### src/rtl/core/dwrr_pkg.sv
// ----------------------------------------------------------------------------
// dwrr_pkg
// Shared types and constants of the deficit weighted round robin scheduler.
// ----------------------------------------------------------------------------
package dwrr_pkg;

  localparam int unsigned MaxPathsDefault = 8;
  localparam int unsigned SlotW    = 3;
  localparam int unsigned WeightW  = 32;
  localparam int unsigned RttW     = 32;
  localparam int unsigned DeficitW = 34;
  localparam int unsigned MaskW    = 8;

  typedef enum logic {
    ACT_METRICS  = 1'b0,
    ACT_SCHEDULE = 1'b1
  } action_e;

  typedef struct packed {
    logic               action;
    logic [SlotW-1:0]   slot;
    logic [WeightW-1:0] path_weight_in;
    logic [RttW-1:0]    smoothed_rtt_us;
    logic [MaskW-1:0]   active_mask;
    logic [MaskW-1:0]   can_send_mask;
    logic               is_datagram;
    logic               reinject;
    logic [SlotW-1:0]   origin_slot;
    logic               cwnd_gate;
  } req_t;

  typedef struct packed {
    logic [SlotW-1:0] chosen_slot;
    logic             path_found;
    logic             cong_blocked;
  } rsp_t;

  // Controller to datapath commands.
  typedef enum logic [3:0] {
    CMD_NONE,
    CMD_LOAD,       // capture request, clear scan state
    CMD_WRITE,      // write metrics
    CMD_CHECK,      // scan one slot: round-done check, member count
    CMD_ROUND,      // resample membership, clear non-members
    CMD_WMIN,       // scan one slot: min weight, member count
    CMD_DIV_START,  // start division for current slot
    CMD_DIV_STEP,   // one quotient bit
    CMD_DIV_DONE,   // add quotient into deficit
    CMD_RTT,        // scan one slot: lowest RTT
    CMD_BEST,       // scan one slot: highest deficit
    CMD_SINGLE,     // resolve single member
    CMD_COMMIT      // decrement winner, form result
  } cmd_e;

  typedef struct packed {
    cmd_e cmd;
    logic idx_clr;  // clear slot index
    logic idx_inc;  // advance slot index
  } ctl_t;

  typedef struct packed {
    logic       last_idx;
    logic       div_last;
    logic       round_done;
    logic       dgram;
    logic       metrics;
    logic [1:0] members;  // 0, 1 or 2 (two or more)
  } sts_t;

endpackage

### src/rtl/core/deficit_wrr_path_scheduler.sv
// ----------------------------------------------------------------------------
// deficit_wrr_path_scheduler
// Multipath packet scheduler: deficit weighted round robin over path slots.
// ----------------------------------------------------------------------------
// One request channel (in_valid_i/in_ready_o/in_data_i) and one result
// channel (out_valid_o/out_ready_i/out_data_o), valid/ready handshakes.
// A metrics request writes one slot's weight and RTT; a schedule request
// returns a chosen slot. Every request gives exactly one result.
// Requests are handled one at a time by a sequencer stepping over slots.
// Request kinds (slots: MaxPaths capped at 8): metrics; lowest-RTT; datagram
// without round start; datagram that starts a round, which runs the
// bit-serial divider once per slot (weight / least member weight, one
// quotient bit a cycle).
// The next request can be taken in the cycle after the result leaves.
// Reset clears all tables, deficits and round membership; no clearing pass.
// A stalled result stays on out_data_o; no request is taken until it leaves.
// ----------------------------------------------------------------------------
module deficit_wrr_path_scheduler #(
  parameter int unsigned MaxPaths = dwrr_pkg::MaxPathsDefault
) (
  input  logic           clk_i,
  input  logic           rst_ni,
  input  logic           in_valid_i,
  output logic           in_ready_o,
  input  dwrr_pkg::req_t in_data_i,
  output logic           out_valid_o,
  input  logic           out_ready_i,
  output dwrr_pkg::rsp_t out_data_o
);
  import dwrr_pkg::*;

  ctl_t ctl;
  sts_t sts;

  dwrr_ctrl u_ctrl (
    .clk_i, .rst_ni, .in_valid_i, .in_ready_o, .out_valid_o, .out_ready_i,
    .sts_i(sts), .ctl_o(ctl)
  );

  dwrr_datapath #(.MaxPaths(MaxPaths)) u_dp (
    .clk_i, .rst_ni, .req_i(in_data_i), .ctl_i(ctl), .sts_o(sts),
    .rsp_o(out_data_o)
  );

endmodule

### src/rtl/core/dwrr_datapath.sv
// ----------------------------------------------------------------------------
// dwrr_datapath
// Slot tables, slot scan registers and a bit-serial divider.
// ----------------------------------------------------------------------------
module dwrr_datapath #(
  parameter int unsigned MaxPaths = dwrr_pkg::MaxPathsDefault
) (
  input  logic           clk_i,
  input  logic           rst_ni,
  input  dwrr_pkg::req_t req_i,
  input  dwrr_pkg::ctl_t ctl_i,
  output dwrr_pkg::sts_t sts_o,
  output dwrr_pkg::rsp_t rsp_o
);
  import dwrr_pkg::*;

  localparam int unsigned NSlot = (MaxPaths < MaskW) ? MaxPaths : MaskW;
  localparam int unsigned IdxW  = (NSlot > 1) ? $clog2(NSlot) : 1;
  localparam logic signed [DeficitW-1:0] DefMin = {1'b1, {(DeficitW-1){1'b0}}};

  logic [WeightW-1:0]        weight_q [NSlot];
  logic [RttW-1:0]           rtt_q    [NSlot];
  logic signed [DeficitW-1:0] def_q   [NSlot];
  logic [NSlot-1:0]          member_q;

  req_t             req_q;
  logic [IdxW-1:0]  idx_q;
  logic             done_q;
  logic [WeightW-1:0] wmin_q;
  logic [1:0]       cnt_q;
  logic [SlotW-1:0] pick_q;
  logic             found_q, any_q;
  logic [RttW-1:0]  brtt_q;
  logic signed [DeficitW-1:0] bdef_q;
  logic [WeightW-1:0] rem_q, quo_q, dvd_q;
  logic [5:0]       dcnt_q;
  rsp_t             rsp_q;

  logic [NSlot-1:0] act, cs;
  logic             mem_i, act_i, cs_i;
  logic [WeightW-1:0] effw;
  logic [WeightW:0]   trial;
  logic [WeightW-1:0] qfix;
  logic [SlotW-1:0]   idx_s;

  always_comb begin
    act   = req_q.active_mask[NSlot-1:0];
    cs    = req_q.can_send_mask[NSlot-1:0];
    mem_i = member_q[idx_q];
    act_i = act[idx_q];
    cs_i  = cs[idx_q];
    effw  = (weight_q[idx_q] == '0) ? WeightW'(1) : weight_q[idx_q];
    trial = {rem_q, dvd_q[WeightW-1]} - {1'b0, wmin_q};
    qfix  = (quo_q == '0) ? WeightW'(1) : quo_q;
    idx_s = SlotW'(idx_q);
  end

  always_ff @(posedge clk_i or negedge rst_ni) begin
    if (!rst_ni) begin
      for (int i = 0; i < NSlot; i++) begin
        weight_q[i] <= '0;
        rtt_q[i]    <= '0;
        def_q[i]    <= '0;
      end
      member_q <= '0;
      idx_q    <= '0;
      rsp_q    <= '0;
    end else begin
      if (ctl_i.idx_clr) begin
        idx_q <= '0;
      end else if (ctl_i.idx_inc) begin
        idx_q <= idx_q + IdxW'(1);
      end
      case (ctl_i.cmd)
        CMD_WRITE: begin
          if (32'(req_q.slot) < NSlot) begin
            weight_q[req_q.slot[IdxW-1:0]] <= req_q.path_weight_in;
            rtt_q[req_q.slot[IdxW-1:0]]    <= req_q.smoothed_rtt_us;
          end
          rsp_q <= '0;
        end
        CMD_ROUND: begin
          member_q <= act;
          for (int i = 0; i < NSlot; i++) begin
            if (!act[i]) def_q[i] <= '0;
          end
        end
        CMD_DIV_DONE: begin
          if (mem_i) def_q[idx_q] <= def_q[idx_q] + $signed({2'b00, qfix});
        end
        CMD_COMMIT: begin
          if (found_q && cnt_q == 2'd2 && def_q[pick_q[IdxW-1:0]] != DefMin) begin
            def_q[pick_q[IdxW-1:0]] <= def_q[pick_q[IdxW-1:0]] - DeficitW'(1);
          end
          rsp_q.chosen_slot  <= found_q ? pick_q : '0;
          rsp_q.path_found   <= found_q;
          rsp_q.cong_blocked <= (cnt_q == 2'd0) ? (any_q && !found_q) : !found_q;
        end
        default: ;
      endcase
    end
  end

  always_ff @(posedge clk_i) begin
    case (ctl_i.cmd)
      CMD_LOAD: begin
        req_q   <= req_i;
        done_q  <= 1'b1;
        wmin_q  <= '1;
        cnt_q   <= '0;
        found_q <= 1'b0;
        any_q   <= 1'b0;
        pick_q  <= '0;
      end
      CMD_CHECK: begin
        if (mem_i && def_q[idx_q] > 0) done_q <= 1'b0;
        if (mem_i) begin
          cnt_q  <= (cnt_q == 2'd0) ? 2'd1 : 2'd2;
          pick_q <= idx_s;
        end
      end
      CMD_ROUND: begin
        cnt_q <= '0;
      end
      CMD_WMIN: begin
        if (mem_i) begin
          cnt_q  <= (cnt_q == 2'd0) ? 2'd1 : 2'd2;
          pick_q <= idx_s;
          if (effw < wmin_q) wmin_q <= effw;
        end
      end
      CMD_DIV_START: begin
        dvd_q  <= effw;
        rem_q  <= '0;
        quo_q  <= '0;
        dcnt_q <= '0;
      end
      CMD_DIV_STEP: begin
        dvd_q  <= {dvd_q[WeightW-2:0], 1'b0};
        dcnt_q <= dcnt_q + 6'd1;
        if (!trial[WeightW]) begin
          rem_q <= trial[WeightW-1:0];
          quo_q <= {quo_q[WeightW-2:0], 1'b1};
        end else begin
          rem_q <= {rem_q[WeightW-2:0], dvd_q[WeightW-1]};
          quo_q <= {quo_q[WeightW-2:0], 1'b0};
        end
      end
      CMD_RTT: begin
        if (act_i && !(req_q.reinject && req_q.origin_slot == idx_s)) begin
          any_q <= 1'b1;
          if (cs_i && (!found_q || rtt_q[idx_q] < brtt_q)) begin
            brtt_q  <= rtt_q[idx_q];
            pick_q  <= idx_s;
            found_q <= 1'b1;
          end
        end
      end
      CMD_BEST: begin
        if (mem_i && act_i && (!req_q.cwnd_gate || cs_i) &&
            (!found_q || def_q[idx_q] > bdef_q)) begin
          bdef_q  <= def_q[idx_q];
          pick_q  <= idx_s;
          found_q <= 1'b1;
        end
      end
      CMD_SINGLE: begin
        found_q <= act[pick_q[IdxW-1:0]] && cs[pick_q[IdxW-1:0]];
      end
      default: ;
    endcase
  end

  assign sts_o.last_idx   = (32'(idx_q) == NSlot - 1);
  assign sts_o.div_last   = (dcnt_q == 6'(WeightW - 1));
  assign sts_o.round_done = done_q;
  assign sts_o.dgram      = req_q.is_datagram;
  assign sts_o.metrics    = (req_q.action == ACT_METRICS);
  assign sts_o.members    = cnt_q;
  assign rsp_o            = rsp_q;

endmodule

### src/rtl/core/dwrr_ctrl.sv
// ----------------------------------------------------------------------------
// dwrr_ctrl
// Sequencer: request handshake, scan order, round start and result handoff.
// ----------------------------------------------------------------------------
module dwrr_ctrl (
  input  logic           clk_i,
  input  logic           rst_ni,
  input  logic           in_valid_i,
  output logic           in_ready_o,
  output logic           out_valid_o,
  input  logic           out_ready_i,
  input  dwrr_pkg::sts_t sts_i,
  output dwrr_pkg::ctl_t ctl_o
);
  import dwrr_pkg::*;

  typedef enum logic [3:0] {
    S_IDLE, S_DISPATCH, S_CHECK, S_ROUND, S_WMIN, S_DSTART, S_DSTEP,
    S_DDONE, S_PICK, S_RTT, S_BEST, S_SINGLE, S_COMMIT, S_OUT
  } state_e;

  state_e state_q;
  logic   out_valid_q;

  assign in_ready_o  = (state_q == S_IDLE);
  assign out_valid_o = out_valid_q;

  always_comb begin
    ctl_o = '{cmd: CMD_NONE, idx_clr: 1'b0, idx_inc: 1'b0};
    case (state_q)
      S_IDLE:     begin ctl_o.cmd = in_valid_i ? CMD_LOAD : CMD_NONE; ctl_o.idx_clr = 1'b1; end
      S_DISPATCH: begin ctl_o.cmd = sts_i.metrics ? CMD_WRITE : CMD_NONE; end
      S_CHECK:    begin ctl_o.cmd = CMD_CHECK; ctl_o.idx_inc = 1'b1; end
      S_ROUND: begin
        ctl_o.cmd     = sts_i.round_done ? CMD_ROUND : CMD_NONE;
        ctl_o.idx_clr = 1'b1;
      end
      S_WMIN: begin
        ctl_o.cmd     = CMD_WMIN;
        ctl_o.idx_inc = 1'b1;
        ctl_o.idx_clr = sts_i.last_idx;
      end
      S_DSTART:   begin ctl_o.cmd = CMD_DIV_START; end
      S_DSTEP:    begin ctl_o.cmd = CMD_DIV_STEP; end
      S_DDONE:    begin ctl_o.cmd = CMD_DIV_DONE; ctl_o.idx_inc = 1'b1; end
      S_PICK:     begin ctl_o.idx_clr = 1'b1; end
      S_RTT:      begin ctl_o.cmd = CMD_RTT; ctl_o.idx_inc = 1'b1; end
      S_BEST:     begin ctl_o.cmd = CMD_BEST; ctl_o.idx_inc = 1'b1; end
      S_SINGLE:   begin ctl_o.cmd = CMD_SINGLE; end
      S_COMMIT:   begin ctl_o.cmd = CMD_COMMIT; end
      default:    ;
    endcase
  end

  always_ff @(posedge clk_i or negedge rst_ni) begin
    if (!rst_ni) begin
      state_q     <= S_IDLE;
      out_valid_q <= 1'b0;
    end else begin
      case (state_q)
        S_IDLE: begin
          if (in_valid_i) state_q <= S_DISPATCH;
        end
        S_DISPATCH: begin
          if (sts_i.metrics) begin
            state_q     <= S_OUT;
            out_valid_q <= 1'b1;
          end else if (sts_i.dgram) begin
            state_q <= S_CHECK;
          end else begin
            state_q <= S_RTT;
          end
        end
        S_CHECK: begin
          if (sts_i.last_idx) state_q <= S_ROUND;
        end
        S_ROUND: begin
          // a new round starts only when the round is done; else go to S_PICK
          state_q <= sts_i.round_done ? S_WMIN : S_PICK;
        end
        S_WMIN: begin
          if (sts_i.last_idx) state_q <= S_DSTART;
        end
        S_DSTART: state_q <= S_DSTEP;
        S_DSTEP: begin
          if (sts_i.div_last) state_q <= S_DDONE;
        end
        S_DDONE: begin
          state_q <= sts_i.last_idx ? S_PICK : S_DSTART;
        end
        S_PICK: begin
          case (sts_i.members)
            2'd0:    state_q <= S_RTT;
            2'd1:    state_q <= S_SINGLE;
            default: state_q <= S_BEST;
          endcase
        end
        S_RTT, S_BEST: begin
          if (sts_i.last_idx) state_q <= S_COMMIT;
        end
        S_SINGLE: state_q <= S_COMMIT;
        S_COMMIT: begin
          state_q     <= S_OUT;
          out_valid_q <= 1'b1;
        end
        S_OUT: begin
          if (out_ready_i) begin
            state_q     <= S_IDLE;
            out_valid_q <= 1'b0;
          end
        end
        default: state_q <= S_IDLE;
      endcase
    end
  end

endmodule
### config.mk
export PLATFORM = sky130hd
export DESIGN_NAME = deficit_wrr_path_scheduler
export DESIGN_NICKNAME = d
export VERILOG_FILES = /design/src/rtl/core/dwrr_pkg.sv /design/src/rtl/core/deficit_wrr_path_scheduler.sv /design/src/rtl/core/dwrr_datapath.sv /design/src/rtl/core/dwrr_ctrl.sv
export SDC_FILE = /design/constraint.sdc
export NUM_CORES = 2
export LEC_CHECK = 0
export BUFFER_PORTS_ARGS = -buffer_cell sky130_fd_sc_hd__buf_2
export CELL_PAD_IN_SITES_DETAIL_PLACEMENT = 0
export CELL_PAD_IN_SITES_GLOBAL_PLACEMENT = 1
export CORE_ASPECT_RATIO = 0.9
export CORE_MARGIN = 2
export CORE_UTILIZATION = 50
export CTS_BUF_LIST = sky130_fd_sc_hd__clkbuf_2
export CTS_CLUSTER_SIZE = 14
export DETAILED_ROUTE_END_ITERATION = 10
export PLACE_DENSITY_LB_ADDON = 0.2
export RECOVER_POWER = 25
export SETUP_SLACK_MARGIN = 0.3
export SLEW_MARGIN = 20
export SYNTH_ARGS = -nofsm -noshare
export SYNTH_HDL_FRONTEND = slang
export SYNTH_SLANG_ARGS = --single-unit
export TNS_END_PERCENT = 20
### constraint.sdc
create_clock -name clk_i -period 7.3 [get_ports clk_i]
set_input_delay 1.095 -clock clk_i [delete_from_list [all_inputs] [get_ports clk_i]]
set_output_delay 1.095 -clock clk_i [all_outputs]
set_load 0.05 [all_outputs]
==> summary.txt <==
Critical path
  – WP data arrival: 7.90 ns
  – Crit end category: flop
  – R2r setup slk: 0.82 ns
  – CP Max Fanout: 45
  – Worst EP required: about 8.7 ns
  – Startpoint types: flop
  – Kind of critical path: flop to flop
  – Worst reg2reg path depth: 15

Drt
  – Drt drc: 0
  – Post-DRT Antenna Nets: 0
  – Detailed Route WL: 208 mm
  – Vias per Instance: 6.54
  – Metal-1 WL: 88.9 mm
  – Vias: 47518
  – Router iterations before antenna repair: 9
  – Routed wl met3: roughly 24 mm
  – Routed len/inst: 28.7 um
  – Top sig layer: met5
  – Initial DRC count: 5964
  – Met2 Wirelength: 86.7 mm

GRT
  – First-pass GRT wire length: 308 mm
  – Largest net degree at the start of global routing: 155
  – Vias in the first global route: about 47000
  – Total track usage: approximately a third
  – Total grt overflow: 0
  – Initial antenna violation count: 7

Floorplanning
  – Die area: around 0.12 mm^2
  – Row cnt: 118
  – Die width: 364 um
  – # IOs: 101
  – Core area: around 0.12 mm^2
  – Starting density of the core: 50.6%
  – Die H: 328 um

Yosys
  – EDFF count, synth: 298
  – Most used DFF post-synth: dfrtp_1
  – Avg Synthesized Cell Area: 11.4 um^2
  – Post-synthesis sequential area ratio: 49.9%
  – Post-synthesis cell count: 5109
  – Yosys Warn Count: 0
  – Post-synthesis register bit count: 1103
  – Yosys cell types: 106
  – Asr flop ratio synth: 73.0%
  – Synthesized area: 0.0583 mm^2
  – Mapped Nets: 5370

Timing
  – Fin. Hold Viols: 0
  – Slew @ Worst Pin: between 3 and 4 ns
  – Total Negative Setup Slacks: 0 ns
  – Min Tclk post-route: 6.48 ns
  – Clk_skew: ~0.19 ns
  – Worst hold slack: 0.190 ns
  – Final setup vio count: 0
  – Max frequency: 154 MHz
  – RSZ-0062 raised after global routing: false
  – Fin crit share: 88.8%
  – Slew Viols, Final: 452
  – Worst rel slew slack: -163%

Cells and area
  – Layout cells sized above 1: 25.0%
  – Area delta synth->final: 11.2%
  – Final nets: roughly 5700
  – Post-Layout Inst Area: 0.0649 mm^2
  – End-of-flow core utilization: 56.3%

Worst hold path
  – Hold path cells: 2
  – Hold crit path type: input pin to flop

Power and ir drop
  – VDD IR-drop max: 0.284 mV
  – Lkg Pwr: 29.3 nW
  – P per Cell Area: 386 mW/mm^2

Placement
  – Final RePlAce weighted congestion: 1.02
  – DP Area: 0.0606 mm^2
  – IO Port Bufs: 100
  – Dpl hpwl: about 130 mm

Clocking
  – Postcts setup bufs: 0
  – CTS clk-pin slew, worst paths: 0.11 ns
  – CTS tree: yes
  – Clock Path Buffers: 4
  – Total CTS buffers: 312
  – H-Tree Depth: 5
  – Clock insertion delay at the later pin of the skew report: between 1.5 and 2 ns
  – Root Buffer: clkbuf_2
  – Clock Sinks: 1103

Status
  – Status: complete, but fails checks
  – Failing checks: capacitance limit, slew limit

Job
  – Max Cap Viol: 5
through the flow:
stage / cells / setup WS (ns) / power (W)
after floorplan: 5109 / 0.767 / 0.0155
after global placement: 6560 / 1.16 / 0.0199
after detailed placement: 6560 / 1.15 / 0.0200
after CTS: 7255 / 1.01 / 0.0245
after global routing: 7262 / 0.312 / 0.0260
final: 7265 / 0.819 / 0.0251
kinds of logic (layout without fill, tap and decap cells):
logic type,Yosys count,count (layout),synth area share [%]
AO/OA/AOI/OAI,1306,1306,15.9
XOR/XNOR,95,95,1.48
adder cells (fa/ha/maj),167,167,3.61
buffers and inverters,538,1125,3.88
flip-flops,1103,1103,49.9
multiplexers,757,757,15.9
other,0,9,0
AND/OR/NAND/NOR,1143,1143,9.39
cells in the final DEF (no fill, tap or decap), drive strengths merged, types with 73 or more instances in the layout:
master,netlist,final
dfrtp,805,805
mux2,532,532
clkbuf,257,498
nand2,407,407
edfxtp,298,298
nor2,291,291
a22oi,253,253
buf,105,234
a21oi,207,207
o21ai,197,197
inv,176,183
ha,165,165
dlygate4sd3,0,164
mux2i,144,144
a22o,137,137
o22ai,100,100
nand3,85,85
mux4,81,81
a21o,73,73
registers in the layout, indices dropped and copies added (netlist names), 2 cells and up:
signal,count
u_dp.brtt_q,32
u_dp.req_q,73
u_dp.dvd_q,32
u_dp.cnt_q,2
u_dp.cs,8
u_dp.rem_q,32
u_dp.idx_q,3
u_dp.act,8
u_dp.rsp_o,5
u_dp.dcnt_q,6
u_dp.weight_q,256
u_dp.wmin_q,32
u_dp.pick_q,3
u_ctrl.state_q,4
u_dp.member_q,8
u_dp.bdef_q,34
u_dp.quo_q,32
u_dp.rtt_q,256
u_dp.def_q,272
worst paths after layout:
kind / end / start
worst max-delay path: u_dp.def_q[130] / u_dp.idx_q[1]
worst max register to register: u_dp.def_q[130] / u_dp.idx_q[1]
worst min-delay path: u_dp.req_q[77] / in_data_i[77]
worst min register to register: u_dp.member_q[2] / u_dp.member_q[2]
max in group asynchronous: u_dp.idx_q[0] / rst_ni
min in group asynchronous: u_dp.rtt_q[142] / rst_ni
timing repair:
item | 4_1_cts | 5_1_grt
gates resized for setup | 0 | 0
hold buffers | 165 | 0
hold endpoints to repair | 254 | 0
final cells by class:
cell class / instances / area (um^2)
Timing Repair Buffer: 419 / 3370
Tap cell: 1560 / 1950
Multi-Input combinational cell: 3468 / 27100
Clock buffer: 477 / 2390
Sequential cell: 1103 / 29100
Clock inverter: 53 / 229
Inverter: 176 / 663
Fill cell: 10068 / 50400
Antenna cell: 9 / 22.5
synthesized netlist by cell type, types with 16 or more instances:
library cell,instances,share of area (%)
xor2_1,34,0.51
nor3_1,31,0.27
xnor2_1,58,0.87
o221ai_1,52,0.78
nor4_1,20,0.21
mux2_2,530,10
nor2b_1,34,0.36
a211oi_1,19,0.24
dfrtp_1,805,35
nand3_1,84,0.72
nand2b_1,35,0.38
nand4_1,67,0.72
nor2_1,291,1.9
a221o_1,47,0.81
a2bb2oi_1,17,0.26
o21ai_0,191,1.6
edfxtp_1,298,15
a21oi_1,207,1.8
o211ai_1,25,0.32
nand2_1,402,2.6
a21o_1,73,0.94
inv_1,175,1.1
o22ai_1,100,1.1
and2_1,30,0.32
mux4_2,79,3.1
buf_2,41,0.35
a22oi_1,253,3.3
a31oi_1,19,0.20
ha_1,165,3.5
buf_1,32,0.21
a221oi_1,49,0.74
and3_1,50,0.54
clkbuf_1,256,1.6
buf_4,16,0.21
a22o_1,137,2.1
mux2i_1,143,2.5
routing by layer:
layer,up-vias,track usage [%]
met5,-,0.240
met1,23881,49.4
met2,2823,48.5
met4,8,14.5
li1,20185,-
met3,621,11.6
power breakdown:
| part | internal, W | total [W] | switching (W) |
|---|---|---|---|
| clock | 0.00174 | 0.00445 | 0.00271 |
| sequential | 0.00778 | 0.00871 | 0.000932 |
| combinational | 0.00369 | 0.0119 | 0.00820 |
critical path, cell delays in order, from the launching register on:
cell	delay, ns
dfrtp_4	0.59
nor2b_2	0.23
buf_4	0.28
and2_4	0.84
a221oi_1	0.18
nand3_1	0.44
ha_1	0.38
a211oi_1	0.31
o21ai_0	0.24
a2111oi_0	0.56
buf_4	0.22
o21ai_0	0.23
a41oi_1	0.38
and2_1	0.19
xor2_1	0.85
o21ai_0	0.24
Note: power is estimated with default switching activity, not from simulation.
